**src/hdl/integer_alu_mul_div_pow_rem_defines.svh**
```systemverilog
// ---------------------------------------------------------------------------
// Integer ALU assertion macros
// Shared property macros for the integer ALU checks.
// ---------------------------------------------------------------------------
`ifndef INTEGER_ALU_MUL_DIV_POW_REM_DEFINES_SVH
`define INTEGER_ALU_MUL_DIV_POW_REM_DEFINES_SVH

`define IAMDP_CHECK(label, clk, rst, cond) \
   label: assert property (@(posedge clk) disable iff (rst) (cond)) \
      else $error("integer alu check failed");

`define IAMDP_IMPLY(label, clk, rst, ante, cons) \
   label: assert property (@(posedge clk) disable iff (rst) (ante) |-> (cons)) \
      else $error("integer alu implication failed");

`endif

```
**src/hdl/iamdp_pkg.sv**
```systemverilog
// ---------------------------------------------------------------------------
// Integer ALU package
// Word width, operation and error codes, and the pipeline stage record.
// ---------------------------------------------------------------------------
`default_nettype none

package iamdp_pkg;

   localparam int WORD_BITS = 32;
   localparam int STEPS     = WORD_BITS;

   localparam logic [2:0] OP_ADD = 3'd0;
   localparam logic [2:0] OP_SUB = 3'd1;
   localparam logic [2:0] OP_MUL = 3'd2;
   localparam logic [2:0] OP_DIV = 3'd3;
   localparam logic [2:0] OP_POW = 3'd4;
   localparam logic [2:0] OP_REM = 3'd5;

   localparam logic [1:0] ERR_NONE     = 2'd0;
   localparam logic [1:0] ERR_DIV_ZERO = 2'd1;
   localparam logic [1:0] ERR_NEG_EXP  = 2'd2;

   typedef logic [WORD_BITS-1:0] word_type;

   typedef struct packed {
      logic       valid;
      logic [2:0] op;
      logic [1:0] err;
      logic       neg;
      word_type   x;
      word_type   y;
      word_type   z;
   } stage_type;

endpackage

`default_nettype wire

```
**src/hdl/iamdp_step.sv**
```systemverilog
// ---------------------------------------------------------------------------
// Integer ALU iteration stage
// One registered step of restoring division or of square-and-multiply.
// ---------------------------------------------------------------------------
`default_nettype none

module iamdp_step (
   input  wire                  clock,
   input  wire                  reset,
   input  iamdp_pkg::stage_type stage_i,
   output iamdp_pkg::stage_type stage_o
);
   import iamdp_pkg::*;

   stage_type                stage_ff;
   stage_type                stage_in;
   logic [WORD_BITS:0]       rem_sh;
   logic [WORD_BITS:0]       diff;
   logic                     active;

   assign active = (stage_i.err == ERR_NONE);
   assign rem_sh = {stage_i.y, stage_i.x[WORD_BITS-1]};
   assign diff   = rem_sh - {1'b0, stage_i.z};

   always_comb begin
      stage_in = stage_i;
      if (active && (stage_i.op == OP_DIV || stage_i.op == OP_REM)) begin
         if (!diff[WORD_BITS]) begin
            stage_in.y = diff[WORD_BITS-1:0];
            stage_in.x = {stage_i.x[WORD_BITS-2:0], 1'b1};
         end else begin
            stage_in.y = rem_sh[WORD_BITS-1:0];
            stage_in.x = {stage_i.x[WORD_BITS-2:0], 1'b0};
         end
      end else if (active && stage_i.op == OP_POW) begin
         if (stage_i.z[0]) begin
            stage_in.y = word_type'(stage_i.y * stage_i.x);
         end
         stage_in.x = word_type'(stage_i.x * stage_i.x);
         stage_in.z = {1'b0, stage_i.z[WORD_BITS-1:1]};
      end
   end

   always_ff @(posedge clock) begin
      if (reset) begin
         stage_ff <= '0;
      end else begin
         stage_ff <= stage_in;
      end
   end

   assign stage_o = stage_ff;

endmodule

`default_nettype wire

```
**config.mk**
```make
export PLATFORM = sky130hd
export DESIGN_NAME = iamdp_step
export DESIGN_NICKNAME = d
export VERILOG_FILES = /design/src/hdl/integer_alu_mul_div_pow_rem_defines.svh /design/src/hdl/iamdp_pkg.sv /design/src/hdl/iamdp_step.sv
export SDC_FILE = /design/constraint.sdc
export NUM_CORES = 2
export LEC_CHECK = 0
export BUFFER_PORTS_ARGS = -buffer_cell sky130_fd_sc_hd__buf_4
export CAP_MARGIN = 30
export CORE_MARGIN = 2
export CORE_UTILIZATION = 35
export CTS_CLUSTER_SIZE = 14
export DETAILED_ROUTE_END_ITERATION = 6
export PLACE_DENSITY = 0.57
export SLEW_MARGIN = 20
export SYNTH_ARGS = -nofsm -noshare
export SYNTH_HDL_FRONTEND = slang
export SYNTH_SLANG_ARGS = --single-unit
```
**constraint.sdc**
```tcl
create_clock -name clock -period 18.9 [get_ports clock]
set_input_delay 0.945 -clock clock [delete_from_list [all_inputs] [get_ports clock]]
set_output_delay 0.945 -clock clock [all_outputs]
set_load 0.03 [all_outputs]
```
==> run metrics <==
top post-synthesis cells by area fa_1, ha_1, inv_1, and2_1, dfxtp_1; status finished, final reports clean; CP max stage delay 620 ps; die area a little over 0.1 mm^2; RSZ-0062 raised after global routing no; Hold Crit Start stage_i[96]; final hold vios 0; Inst Count DP 5252; post-route ant nets 0; Sink Count 103; Critical Path Sink Type flip-flop; Synth Flop Type dfxtp_1; final setup fails 0; max-slew violations 0; DRC 0; worst hold slack 767 ps; Synth Register Bits 103; CTS max path bufs 2; fin util between 30% and 40%; Post-Synth Simple-Gate Area roughly 16%; layout cells sized above 1 6.52%; mux contribution to synthesized area less than 1%; vias per inst 4.99; GRT Residual Overflow 0; RePlAce Congestion just under 0.9; max_cap viols 0; via count 26300; buffer count from post-CTS setup fixing 0; CP Data Required Time around 19000 ps; distinct cell type count after synthesis 82; Clk pin slew, worst setup/hold paths 100 ps; global-route wire length before repair between 150 and 200 mm; Final Critical Period 8110 ps; floorplan row count 116; Clock Tree Root clkbuf_16; compound-gate portion of the synthesized area 7.80%; Async S/R FF share, synth 0%; Syn Inst Count 3956; hold path endpoint stage_o[96]; H-tree depth 3; crit-path most repeated cell fa_1; Max FO, Critical Path 59; Die Ht 321 um; Adder-Cell Fraction of Synth Area 54.2%; Crit-path slowest cell buf_4; Initial Utilization 35.2%; WP buf/inv 5; CTS tree yes; critical path class in -> reg; Post-CTS Resized 0; fin cells 5269; final net count 5126; Area growth, synth to finish 7.78%; Core ar. 0.0997 mm^2; drt wl/cell roughly 20 um; XOR/XNOR Fraction of Synth Area 3.73%; die width 321 um; delay-heaviest family, CP adder cells; CP Launch Type input pin; list of most frequent post-synthesis cells inv_1, fa_1, nand2_1; Starting DRT DRC Count 1634; Highest Clock Rate approximately 120 MHz; CTS Buf Count 9; synth warn 0; Worst Path Arrival 8420 ps; Port Buffers 207; final WL roughly 100 mm; vias in the first global route 28100; mean area per synthesized cell just under 9 um^2; Seq/Total Area, Yosys 5.87%; crit path cell chain buf_4 > and2_1 > fa_1 > inv_1 > fa_1 > fa_1 > fa_1 > inv_1 > fa_1 > inv_1 > fa_1 > inv_1 > fa_1 > fa_1 > ha_1 > a21o_1 > a21o_1 > a2111oi_0 > o31ai_1 > o41ai_1 > xnor2_1 > nand2_1 > a2111oi_2; GRT Util Overall 20.9%; worst hold stages 2; setup tns final 0 ps; Final period util 42.9%; crit path launch stage_i[67]; Rel. slew slack 41.3%; max reg flops 103; initial antenna violation count 3; Mapped Area 0.0351 mm^2; # IOs between 200 and 250; HP Class in -> reg; biggest area consumer among synthesized cells fa_1; Post-synth EDFFs 0; Post-Syn Nets 5117; Synth top area share 44.3%; largest family of logic cells by synthesized area adder cells; count leader, synth inv_1; Post-CTS Hold Buffers 0; Post-DP HPWL around 80 mm; Slew @ Worst Pin 880 ps; Detailed Routing Iterations Pass 1 5; pin count of the biggest net entering global routing 65
worst max-delay path by stage:
stage                   to  slack, ps  cells past startpoint
6_report       stage_o[60]      10790                     23
5_1_grt        stage_o[93]      10230                     25
4_1_cts        stage_o[95]      10860                     23
3_5_place_dp   stage_o[95]      10440                     23
3_3_place_gp   stage_o[95]      10510                     23
2_1_floorplan  stage_o[95]      10980                     25
per-layer routing:
layer,track usage [%],routed length (um)
met5,0,13
met4,5.99,3060
met3,3.43,6850
met2,34.3,49300
met1,28.5,44900
area by class of cell:
type,count,area (um^2)
fill,10200,61900
multi-input combinational,2792,29000
inverter,843,3160
sequential,103,2060
tap,1298,1620
timing repair buffer,216,1620
clock buffer,9,225
clock inverter,7,91.3
antenna,1,2.50
logic make-up (layout without fill, tap and decap cells):
group,count (synthesis),count (layout)
muxes,26,26
xor gates and xnor gates,148,148
adders and majority gates,1056,1056
DFF,103,103
and+or+nand+nor,1155,1155
other,0,1
AOI/OAI and AO/OA,407,407
buffers and inverters,1061,1075
cell usage in the layout (no fill, tap or decap), types with 8 or more instances in the layout:
cell,synthesis,final
ha_1,280,280
inv_1,843,843
xnor2_1,109,109
a31oi_1,10,10
mux2i_1,25,25
o21ai_0,41,41
nand2b_1,14,14
a211o_1,9,9
a211oi_1,30,30
and3_1,12,11
and2_1,407,407
o21a_1,19,19
a21o_1,36,36
fa_1,776,776
buf_4,1,216
o31ai_1,10,10
o211ai_1,10,10
nor3_1,30,30
a21oi_1,131,131
nand3_1,17,16
dfxtp_1,103,103
nor2_1,94,94
clkbuf_16,0,9
a22oi_1,9,9
xor2_1,38,38
nand2_1,521,520
nor2b_1,21,21
a311oi_1,17,17
o21ai_1,10,10
a221oi_1,8,8
stage by stage:
| stage | setup slack [ps] | instance area, um^2 |
|---|---|---|
| 5_1_grt | 10230 | 37800 |
| 3_5_place_dp | 10440 | 37500 |
| 3_3_place_gp | 10510 | 37500 |
| 2_1_floorplan | 10980 | 35100 |
| 6_report | 10790 | 37800 |
| 4_1_cts | 10860 | 37800 |
Power is not shown: default switching activity piles up to over one toggle a cycle in this logic, so the estimate is an artifact.
